===== config.mk =====
export PLATFORM = sky130hd
export DESIGN_NAME = resync_retry_controller_core
export DESIGN_NICKNAME = d
export VERILOG_FILES = /design/src/sv/rrc_pkg.sv /design/src/sv/resync_retry_controller_core.sv
export VERILOG_INCLUDE_DIRS = /design/src /design/src/sv
export SDC_FILE = /design/constraint.sdc
export NUM_CORES = 1
export LEC_CHECK = 0
export ABC_CLOCK_PERIOD_IN_PS = 4500
export BUFFER_PORTS_ARGS = -buffer_cell sky130_fd_sc_hd__clkbuf_2
export CAP_MARGIN = 20
export CORE_MARGIN = 5
export CORE_UTILIZATION = 59
export CTS_CLUSTER_SIZE = 20
export DETAILED_ROUTE_END_ITERATION = 10
export HOLD_SLACK_MARGIN = 0.08
export PLACE_DENSITY_LB_ADDON = 0.08
export SYNTH_ARGS = -nofsm -noshare
export SYNTH_HDL_FRONTEND = slang
export SYNTH_SLANG_ARGS = --single-unit
export TNS_END_PERCENT = 5

===== constraint.sdc =====
create_clock -name i_clk -period 4.5 [get_ports i_clk]
set_input_delay 0.45 -clock i_clk [delete_from_list [all_inputs] [get_ports i_clk]]
set_output_delay 0.45 -clock i_clk [all_outputs]
set_load 0.02 [all_outputs]

===== src/sv/assert_macros.svh =====
`ifndef ASSERT_MACROS_SVH
`define ASSERT_MACROS_SVH

// same-cycle implication, clocked on i_clk, off during reset
`define ASSERT_IMPL(label, ante, cons, msg) \
    label: assert property (@(posedge i_clk) disable iff (!i_rst_n) \
        (ante) |-> (cons)) else $error(msg);

// next-cycle implication, clocked on i_clk, off during reset
`define ASSERT_NEXT(label, ante, cons, msg) \
    label: assert property (@(posedge i_clk) disable iff (!i_rst_n) \
        (ante) |=> (cons)) else $error(msg);

`endif


===== src/sv/rrc_pkg.sv =====
package rrc_pkg;

    localparam int GEN_BITS = 8;

    localparam int CFG_DATA_BITS = 16;
    localparam int CFG_INDEX_BITS = 1;

    localparam logic [CFG_INDEX_BITS-1:0] REG_TIMEOUT_TICKS = 1'd0;
    localparam logic [CFG_INDEX_BITS-1:0] REG_RETRY_LIMIT = 1'd1;

    localparam logic [15:0] TIMEOUT_RESET = 16'd1000;
    localparam logic [3:0] RETRY_LIMIT_RESET = 4'd3;
    localparam logic [15:0] SILENCE_MAX = 16'hFFFF;

    typedef enum logic [1:0] {
        CMD_TICK = 2'd0,
        CMD_REQUEST = 2'd1,
        CMD_FRAME = 2'd2,
        CMD_NOP = 2'd3
    } t_cmd;

    localparam logic [1:0] ST_IDLE = 2'd0;
    localparam logic [1:0] ST_BUSY = 2'd1;
    localparam logic [1:0] ST_FAILED = 2'd2;

    typedef struct packed {
        logic [1:0] cmd;
        logic tx_accept;
        logic clear_list;
        logic [7:0] frame_total;
        logic [7:0] frame_seq;
    } t_in_word;

    typedef struct packed {
        logic query_issued;
        logic [1:0] sync_status;
        logic list_complete;
        logic [3:0] retries_used;
        logic fail_pulse;
    } t_out_word;

endpackage


===== src/sv/resync_retry_controller_core.sv =====
// List resync controller with timeout and retry. One input word is taken
// per clock cycle; its result word appears in the output register on the
// next cycle unless the output stalls. All state updates for a word are done
// by the flag and counter logic between the input handshake and the output
// register, so the rate is one word per cycle. A one-word skid register
// behind the output register keeps input flowing for one more word while the
// output side stalls; the input stalls only while the skid register is full.
// Configuration writes take effect on the cycle after the write enable.
module resync_retry_controller_core (
    input  logic                                  i_clk,
    input  logic                                  i_rst_n,
    input  logic                                  i_in_valid,
    output logic                                  o_in_stall,
    input  rrc_pkg::t_in_word                     i_in_word,
    output logic                                  o_out_valid,
    input  logic                                  i_out_stall,
    output rrc_pkg::t_out_word                    o_out_word,
    input  logic                                  i_cfg_we,
    input  logic [rrc_pkg::CFG_INDEX_BITS-1:0]    i_cfg_index,
    input  logic [rrc_pkg::CFG_DATA_BITS-1:0]     i_cfg_data
);
    import rrc_pkg::*;

    `include "assert_macros.svh"

    logic [15:0]         r_timeout;
    logic [3:0]          r_limit;

    logic                r_pending;
    logic                r_awaiting;
    logic                r_failed;
    logic [3:0]          r_retry;
    logic [GEN_BITS-1:0] r_req_gen;
    logic [GEN_BITS-1:0] r_query_gen;
    logic [15:0]         r_silence;
    logic                r_complete;

    logic                n_pending;
    logic                n_awaiting;
    logic                n_failed;
    logic [3:0]          n_retry;
    logic [GEN_BITS-1:0] n_req_gen;
    logic [GEN_BITS-1:0] n_query_gen;
    logic [15:0]         n_silence;
    logic                n_complete;
    logic                n_issued;
    logic                n_fail;

    logic                r_out_valid;
    t_out_word           r_out_word;
    logic                r_skid_valid;
    t_out_word           r_skid_word;

    t_out_word           n_word;
    logic                in_acc;
    logic                out_take;
    logic [15:0]         sil_inc;
    logic                frame_done;

    assign in_acc = i_in_valid && !r_skid_valid;
    assign out_take = r_out_valid && !i_out_stall;
    assign o_in_stall = r_skid_valid;
    assign o_out_valid = r_out_valid;
    assign o_out_word = r_out_word;

    always_comb begin
        n_pending = r_pending;
        n_awaiting = r_awaiting;
        n_failed = r_failed;
        n_retry = r_retry;
        n_req_gen = r_req_gen;
        n_query_gen = r_query_gen;
        n_silence = r_silence;
        n_complete = r_complete;
        n_issued = 1'b0;
        n_fail = 1'b0;
        sil_inc = (r_silence != SILENCE_MAX) ? r_silence + 16'd1 : r_silence;
        frame_done = r_complete;
        if (i_in_word.frame_total == 8'd0) begin
            frame_done = 1'b1;
        end else begin
            if (i_in_word.frame_seq == 8'd1) begin
                frame_done = 1'b0;
            end
            if (i_in_word.frame_seq >= i_in_word.frame_total) begin
                frame_done = 1'b1;
            end
        end
        case (t_cmd'(i_in_word.cmd))
            CMD_TICK: begin
                if (r_awaiting) begin
                    n_silence = sil_inc;
                    if (sil_inc >= r_timeout) begin
                        n_awaiting = 1'b0;
                        if (r_retry >= r_limit) begin
                            n_pending = 1'b0;
                            n_failed = 1'b1;
                            n_retry = 4'd0;
                            n_fail = 1'b1;
                        end else begin
                            n_retry = r_retry + 4'd1;
                            if (i_in_word.tx_accept) begin
                                n_awaiting = 1'b1;
                                n_query_gen = r_req_gen;
                                n_silence = 16'd0;
                                n_issued = 1'b1;
                            end
                        end
                    end
                end else if (r_pending) begin
                    n_retry = 4'd0;
                    if (i_in_word.tx_accept) begin
                        n_awaiting = 1'b1;
                        n_query_gen = r_req_gen;
                        n_silence = 16'd0;
                        n_issued = 1'b1;
                    end
                end
            end
            CMD_REQUEST: begin
                n_pending = 1'b1;
                n_failed = 1'b0;
                n_req_gen = r_req_gen + GEN_BITS'(1);
                if (i_in_word.clear_list) begin
                    n_complete = 1'b0;
                end
            end
            CMD_FRAME: begin
                n_complete = frame_done;
                if (r_awaiting) begin
                    n_silence = 16'd0;
                    if (frame_done) begin
                        n_awaiting = 1'b0;
                        n_failed = 1'b0;
                        n_retry = 4'd0;
                        if (r_query_gen == r_req_gen) begin
                            n_pending = 1'b0;
                        end
                    end
                end
            end
            default: begin
            end
        endcase
        n_word.query_issued = n_issued;
        n_word.sync_status = n_failed ? ST_FAILED :
                             ((n_awaiting || n_pending) ? ST_BUSY : ST_IDLE);
        n_word.list_complete = n_complete;
        n_word.retries_used = n_retry;
        n_word.fail_pulse = n_fail;
    end

    always_ff @(posedge i_clk) begin
        if (!i_rst_n) begin
            r_timeout <= TIMEOUT_RESET;
            r_limit <= RETRY_LIMIT_RESET;
            r_pending <= 1'b0;
            r_awaiting <= 1'b0;
            r_failed <= 1'b0;
            r_retry <= 4'd0;
            r_req_gen <= '0;
            r_query_gen <= '0;
            r_silence <= 16'd0;
            r_complete <= 1'b0;
            r_out_valid <= 1'b0;
            r_skid_valid <= 1'b0;
        end else begin
            if (i_cfg_we) begin
                case (i_cfg_index)
                    REG_TIMEOUT_TICKS: r_timeout <= i_cfg_data;
                    REG_RETRY_LIMIT: r_limit <= i_cfg_data[3:0];
                    default: begin
                    end
                endcase
            end
            if (in_acc) begin
                r_pending <= n_pending;
                r_awaiting <= n_awaiting;
                r_failed <= n_failed;
                r_retry <= n_retry;
                r_req_gen <= n_req_gen;
                r_query_gen <= n_query_gen;
                r_silence <= n_silence;
                r_complete <= n_complete;
            end
            if (!r_out_valid || out_take) begin
                if (r_skid_valid) begin
                    r_out_word <= r_skid_word;
                    r_out_valid <= 1'b1;
                    r_skid_valid <= 1'b0;
                end else if (in_acc) begin
                    r_out_word <= n_word;
                    r_out_valid <= 1'b1;
                end else begin
                    r_out_valid <= 1'b0;
                end
            end else if (in_acc) begin
                r_skid_word <= n_word;
                r_skid_valid <= 1'b1;
            end
        end
    end

    `ASSERT_IMPL(a_fail_status, r_out_valid && r_out_word.fail_pulse,
        r_out_word.sync_status == ST_FAILED, "fail pulse without failed status")
    `ASSERT_NEXT(a_issue_waits, in_acc && n_issued,
        r_awaiting && (r_query_gen == $past(r_req_gen)), "query issued but not awaiting")
    `ASSERT_IMPL(a_failed_quiet, r_failed,
        !r_awaiting && !r_pending, "failed round still active")
    `ASSERT_NEXT(a_request_pends, in_acc && (i_in_word.cmd == CMD_REQUEST),
        r_pending && !r_failed, "request did not set pending")

endmodule

# After elaboration in Yosys (flattened, before gate mapping)

Index checks and enable logic that the tools add are counted.

Logic and storage cells: 121
Output and inout bits: 11
Register bits after elaboration: 80

Equal/unequal tests: 10
Add/sub/neg operators: 3
Order comparisons: 3
Reduce and logical (&&, ||, !) cells: 20
Muxes and demuxes: 60
Bitwise gates (word level): 3

Operator list:

| operator              | number |
|---|---|
| $mux 16               | 8 |
| $mux 8                | 5 |
| $mux 1                | 32 |
| $pmux 16 s2           | 1 |
| $mux 4                | 6 |
| $mux 9                | 2 |
| $add 16x1->16 const B | 1 |
| $ge 16x16->1          | 1 |
| $ne 16x16->1 const B  | 1 |
| $reduce_and 5->1      | 2 |
| $add 8x1->8 const B   | 1 |
| $eq 8x1->1 const B    | 1 |
| $eq 8x8->1            | 1 |
| $ge 8x8->1            | 1 |
| $logic_not 8->1       | 1 |
| $pmux 4 s2            | 1 |
| $ne 3x3->1 const B    | 2 |
| $pmux 1 s3            | 2 |
| $reduce_and 2->1      | 3 |
| $reduce_and 3->1      | 2 |
| $reduce_bool 2->1     | 3 |
| $add 4x1->4 const B   | 1 |
| $ge 4x4->1            | 1 |
| $ne 2x2->1 const B    | 2 |
| other kinds (11)      | 18 |

# Longest topological paths before layout

Depth after elaboration: 12
Gate-level depth with buffers: 17
Gate-level depth less buffers: 15

# Least setup slack after synthesis

No wires, ideal clock.

Path kind: reg2reg
Start point: register r_silence[1]
End point: register r_out_word (netlist bit o_out_word[1]) (data pin)
Stages on the path, launching flop included: 16
Path slack: 951 ps
Period minus slack after synthesis: 3,549 ps
Data arrival time: 3,293 ps
Cell sequence: dfxtp_1 > ha_1 > and3_1 > and3_1 > and4_4 > nand3_1 > and2_1 > xor2_1 > ha_1 > a211o_1 > a21oi_1 > o31ai_2 > a211oi_4 > nor2_2 > a22o_1 > a31o_2

Word-level cells in the longest chain between the ends: 8
Elaborated cells between the ends (all ways): 9
Those cells by class: 1 x add/sub; 1 x order compare; 1 x eq/ne; 6 x mux

Ends and longest elaborated chain:

| item                                          | line                                | source |
|---|---|---|
| start, declared                               | resync_retry_controller_core.sv:35  | `logic [15:0] r_silence;` |
| start signal, assigned                        | resync_retry_controller_core.sv:183 | `r_silence <= n_silence;` |
| $add 16x1->16 or $ne 16x16->1 (tied branches) | resync_retry_controller_core.sv:77  | `sil_inc = (r_silence != SILENCE_MAX) ? r_silence + 16'd1 : r_silence;` |
| $mux 16 (*)                                   | resync_retry_controller_core.sv:77  |  |
| $ge 16x16->1 (*)                              | resync_retry_controller_core.sv:93  | `if (sil_inc >= r_timeout) begin` |
| $mux 4 (*)                                    | resync_retry_controller_core.sv:93  |  |
| $mux 4 (*)                                    | resync_retry_controller_core.sv:91  | `if (r_awaiting) begin` |
| $pmux 4 s2 (*)                                | resync_retry_controller_core.sv:89  | `case (t_cmd'(i_in_word.cmd))` |
| $mux 9 (*)                                    | resync_retry_controller_core.sv:191 | `end else if (in_acc) begin` |
| $mux 9 (*)                                    | resync_retry_controller_core.sv:187 | `if (r_skid_valid) begin` |
| end signal, assigned                          | resync_retry_controller_core.sv:188 | `r_out_word <= r_skid_word;` |
| end signal, assigned                          | resync_retry_controller_core.sv:192 | `r_out_word <= n_word;` |
| end, declared                                 | resync_retry_controller_core.sv:50  | `t_out_word r_out_word;` |

Mark *: on every way between the ends. The rest lies on a longest branch, timed or not. The select of a mux whose other input is x is not followed.
A chain may end at the register's enable or synchronous reset.

# Final worst setup path

Same ends and word-level chain as after synthesis.

==> impl_results.md <==
* Final Routed Wirelength at 10100 µm
* Number of enable-type register cells in the synthesized netlist at 18
* Pin count of the biggest net entering global routing at 35
* Overall Global Routing Usage at 0.214
* Simple-gate area share of the yosys netlist at 0.192
* Die width at 98.7 µm
* Kind of cell adding the most delay to the critical path: compound AO/OA/AOI/OAI gates
* Top post-synthesis cells by area: dfxtp_1 (27%), edfxtp_1 (12%), ha_1 (9.4%), nand2_1 (5.6%), nor2_1 (3.7%)
* Top-level I/O count at 53
* Global-route wire length before repair at 17300 µm
* Max-Slew Margin vs Limit at 0.304
* Critical path arrival at 4140 ps
* CORE AREA at 7690 µm²
* Number of port buffers at 52
* Count of inserted antenna diode cells at 0
* Die area at 9740 µm²
* Net Sw Frac at 0.258
* Maximum resistive drop on vdd at 0.172 mV
* Synthesized cell area at 4640 µm²
* Number of buffers added by the clock tree synthesis step at 9
* Total internal power at 1060 µW
* Endpoint class of the critical path: flip-flop
* Vertical die dimension at 98.7 µm
* Shortest clock period the worst path allows after layout at 4040 ps
* Hold-fix buffers, CTS at 0
* Standard-cell row count at 32
* Number of gates resized after CTS at 0
* CTS clock-pin slew for the worst setup and hold paths at 80 ps
* Fin nets at 660
* Number of filler instances in the final layout at 670
* Arithmetic-cell share of the synthesized area counting full adders, half adders and majority gates at 0.0944
* Routed length per placed instance at 14.7 µm
* Area share of the largest cell type after synthesis at 0.268
* Run status: finished, final reports clean
* CTS sink count at 80
* CP required at 4600 ps
* Multiplexer fraction of the synthesized cell area at 0.0245
* Number of nets with antenna violations after routing at 0
* CP max stage cell: a211oi_4
* Main combinational cell family by area after synthesis: compound AO/OA/AOI/OAI gates
* Syn_area_per_cell at 8.67 µm²
* Placed Cells at 674
* Cell accounting for the most synthesized area: dfxtp_1
* Min-delay worst type: in -> reg
* Total of flip-flops plus latches after synthesis at 80
* Clock power share at 0.358
* Last weighted congestion value of the routability-driven placer at 0.903
* Distinct cell type count of the synthesized netlist at 62
* Via-to-Cell Ratio at 5.73
* Final Hold Viols at 0
* Bufs and invs on worst path at 0
* Fraction of the mapped netlist area in compound gates at 0.205
* DPL Wire Length at 7690 µm
* CP peak stage delay at 500 ps
* Area share of xor/xnor cells in the synthesized design at 0.0510
* 1st-pass router iterations at 5
* Crit Path Category: reg -> reg
* Ratio of total power to cell area at 276 nW/µm²
* Clock tree from TritonCTS: done
* Clock Root Buffer: clkbuf_8
* Vias in the first global route at 3734
* Clock buffer depth at 2
* Worst path setup slack after routing at 462 ps
* Number of design rule violations left after detail routing at 0
* Final worst path period share at 0.897
* Highest clock rate at 0.248 GHz
* Fraction of registers with async set/reset at 0
* Number of failing setup endpoints in the final timing report at 0
* Post-Place Setup Slack at 515 ps
* Fraction of final layout cells with drive strength greater than 1 at 0.158
* Cell leakage power at 0.00228 µW
* Effective utilization at floorplan at 0.604
* Slew at the pin with the worst max-slew slack at 1040 ps
* Area taken by flip-flops and latches at 1780 µm²
* Cell count after synthesis at 535
* Initial antenna violation count at 0
* Vias post-DR at 3953
* Cell Count, Final, Fillers Out at 690
* Cell Chain, Critical Path: ha_1 > and3_1 > and3_1 > and4_4 > nand3_1 > nand2_1 > xnor2_1 > ha_1 > a211o_1 > a31oi_1 > o31ai_2 > a211oi_4 > nor2_2 > a22o_1 > a31o_2
* Syn_nets at 612
* Number of warnings issued by yosys at 0
* Max-slew violation count at 0
* Htree depth at 3
* Highest fanout seen on the critical path at 8
* Element type at the critical path start: flip-flop
* Multi-input logic area at 2630 µm²
* Share of the yosys chip area belonging to registers at 0.384
* MaxCap Viol Count at 0
* Worst-Skew Late Latency at 350 ps
* Buffer count from post-CTS setup fixing at 0
* Net switching power of the design at 368 µW
* Remaining Overflow, GRT at 0
* Fin Setup TNS at 0 ps
* Fraction of power consumed by combinational cells at 0.108
* Unrepaired setup endpoints after global routing: no
* Syn-to-layout area delta at 11.7%
* Initial DRC Count at 269
* Most used flip-flop cell after synthesis: dfxtp_1
* Worst setup skew after layout at 11.7 ps
* Total power draw at 1430 µW
* Fraction of power consumed by sequential logic at 0.534
[worst register-to-register path, stage by stage, from the launching register on]
cell      delay (ps)
dfxtp_1          410
ha_1             190
and3_1           170
and3_1           210
and4_4           270
nand3_1          250
nand2_1          170
xnor2_1          150
ha_1             280
a211o_1          300
a31oi_1          200
o31ai_2          130
a211oi_4         500
nor2_2           170
a22o_1           210
a31o_2           210
[cell usage after synthesis, drive strengths merged, types with 6 or more instances]
| cell | n |
|---|---|
| edfxtp | 18 |
| nor3 | 9 |
| a21o | 10 |
| o211ai | 6 |
| inv | 39 |
| and3 | 8 |
| mux2i | 8 |
| xnor2 | 13 |
| dfxtp | 62 |
| a21oi | 33 |
| nand2 | 70 |
| clkbuf | 18 |
| nand4 | 12 |
| a31oi | 9 |
| nand3 | 23 |
| ha | 35 |
| a22o | 12 |
| o21ai | 18 |
| xor2 | 14 |
| nor2 | 47 |
[through the flow]
| step | hold slack (ps) | util | instance area [µm²] |
|---|---|---|---|
| CTS | 309 | 0.674 | 5180 |
| floorplan | 426 | - | 4640 |
| global route | 311 | 0.674 | 5180 |
| global placement | 437 | 0.649 | 4990 |
| detailed placement | 448 | 0.649 | 4990 |
| finish | 315 | 0.674 | 5180 |
[registers in the layout (all words and copies together) (netlist names)]
signal / cells
r_retry: 4
r_query_gen: 8
r_awaiting: 1
o_out_word: 9
r_req_gen: 8
r_skid_word: 9
r_failed: 1
o_in_stall: 1
o_out_valid: 1
r_timeout: 16
r_complete: 1
r_pending: 1
r_silence: 16
r_limit: 4
[layout by cell type (no fill, tap or decap), types with 4 or more instances in the layout]
| cell type | synthesis | layout |
|---|---|---|
| a21o_1 | 10 | 10 |
| o21bai_1 | 4 | 4 |
| o211ai_1 | 6 | 6 |
| nand2_1 | 69 | 69 |
| mux2i_1 | 8 | 8 |
| clkbuf_2 | 0 | 52 |
| nor4_1 | 4 | 4 |
| ha_1 | 35 | 35 |
| dfxtp_1 | 62 | 62 |
| o21a_1 | 4 | 4 |
| nand4_1 | 12 | 12 |
| nand2b_1 | 4 | 4 |
| edfxtp_1 | 18 | 18 |
| clkbuf_8 | 0 | 10 |
| inv_1 | 38 | 38 |
| a31oi_1 | 9 | 9 |
| xor2_1 | 14 | 14 |
| buf_4 | 0 | 5 |
| a21oi_1 | 32 | 32 |
| and3_1 | 8 | 8 |
| xnor2_1 | 13 | 13 |
| nand3_1 | 23 | 23 |
| nor2_1 | 46 | 46 |
| nor3_1 | 9 | 9 |
| a22o_1 | 12 | 12 |
| o21ai_0 | 15 | 15 |
[power groups by stage]
stage	Clock (µW)	Sequential, µW	Combinational [µW]
after floorplan	0	780	95.5
after global placement	0	778	149
after global routing	554	764	173
after detailed placement	0	779	153
after CTS	517	762	154
final	511	762	154
[layout make-up]
class	instances	share of cell area
inverters	40	0.0290
clock buffers	12	0.0321
multi-input cells	395	0.508
flip-flops and latches	80	0.344
clock inverters	4	0.00507
repair buffers	57	0.0575
well taps	102	0.0246
[worst paths after layout]
kind	slack, ps	depth (start not counted)	to	start
worst min register to register	460	2	r_timeout[12]	r_timeout[12]
worst max register to register	460	15	o_out_word[1]	r_silence[1]
worst max-delay path	460	15	o_out_word[1]	r_silence[1]
worst min-delay path	320	3	r_timeout[11]	i_cfg_data[11]
[cell families after synthesis]
family                     Yosys count
muxes                               11
adders and majority gates           35
DFF                                 80
AOI/OAI and AO/OA                  130
buffers and inverters               60
xor gates and xnor gates            27
and+or+nand+nor                    192
[per-layer routing]
| metal | vias to the layer above | part of all wire | track usage |
|---|---|---|---|
| li1 | 2010 | - | - |
| met1 | 1830 | 0.49 | 0.317 |
| met2 | 104 | 0.44 | 0.314 |
| met3 | 9 | 0.062 | 0.0410 |
| met4 | 0 | 0.010 | 0.0704 |
| met5 | - | 0 | 0 |
(Power assumes the default switching activity.)
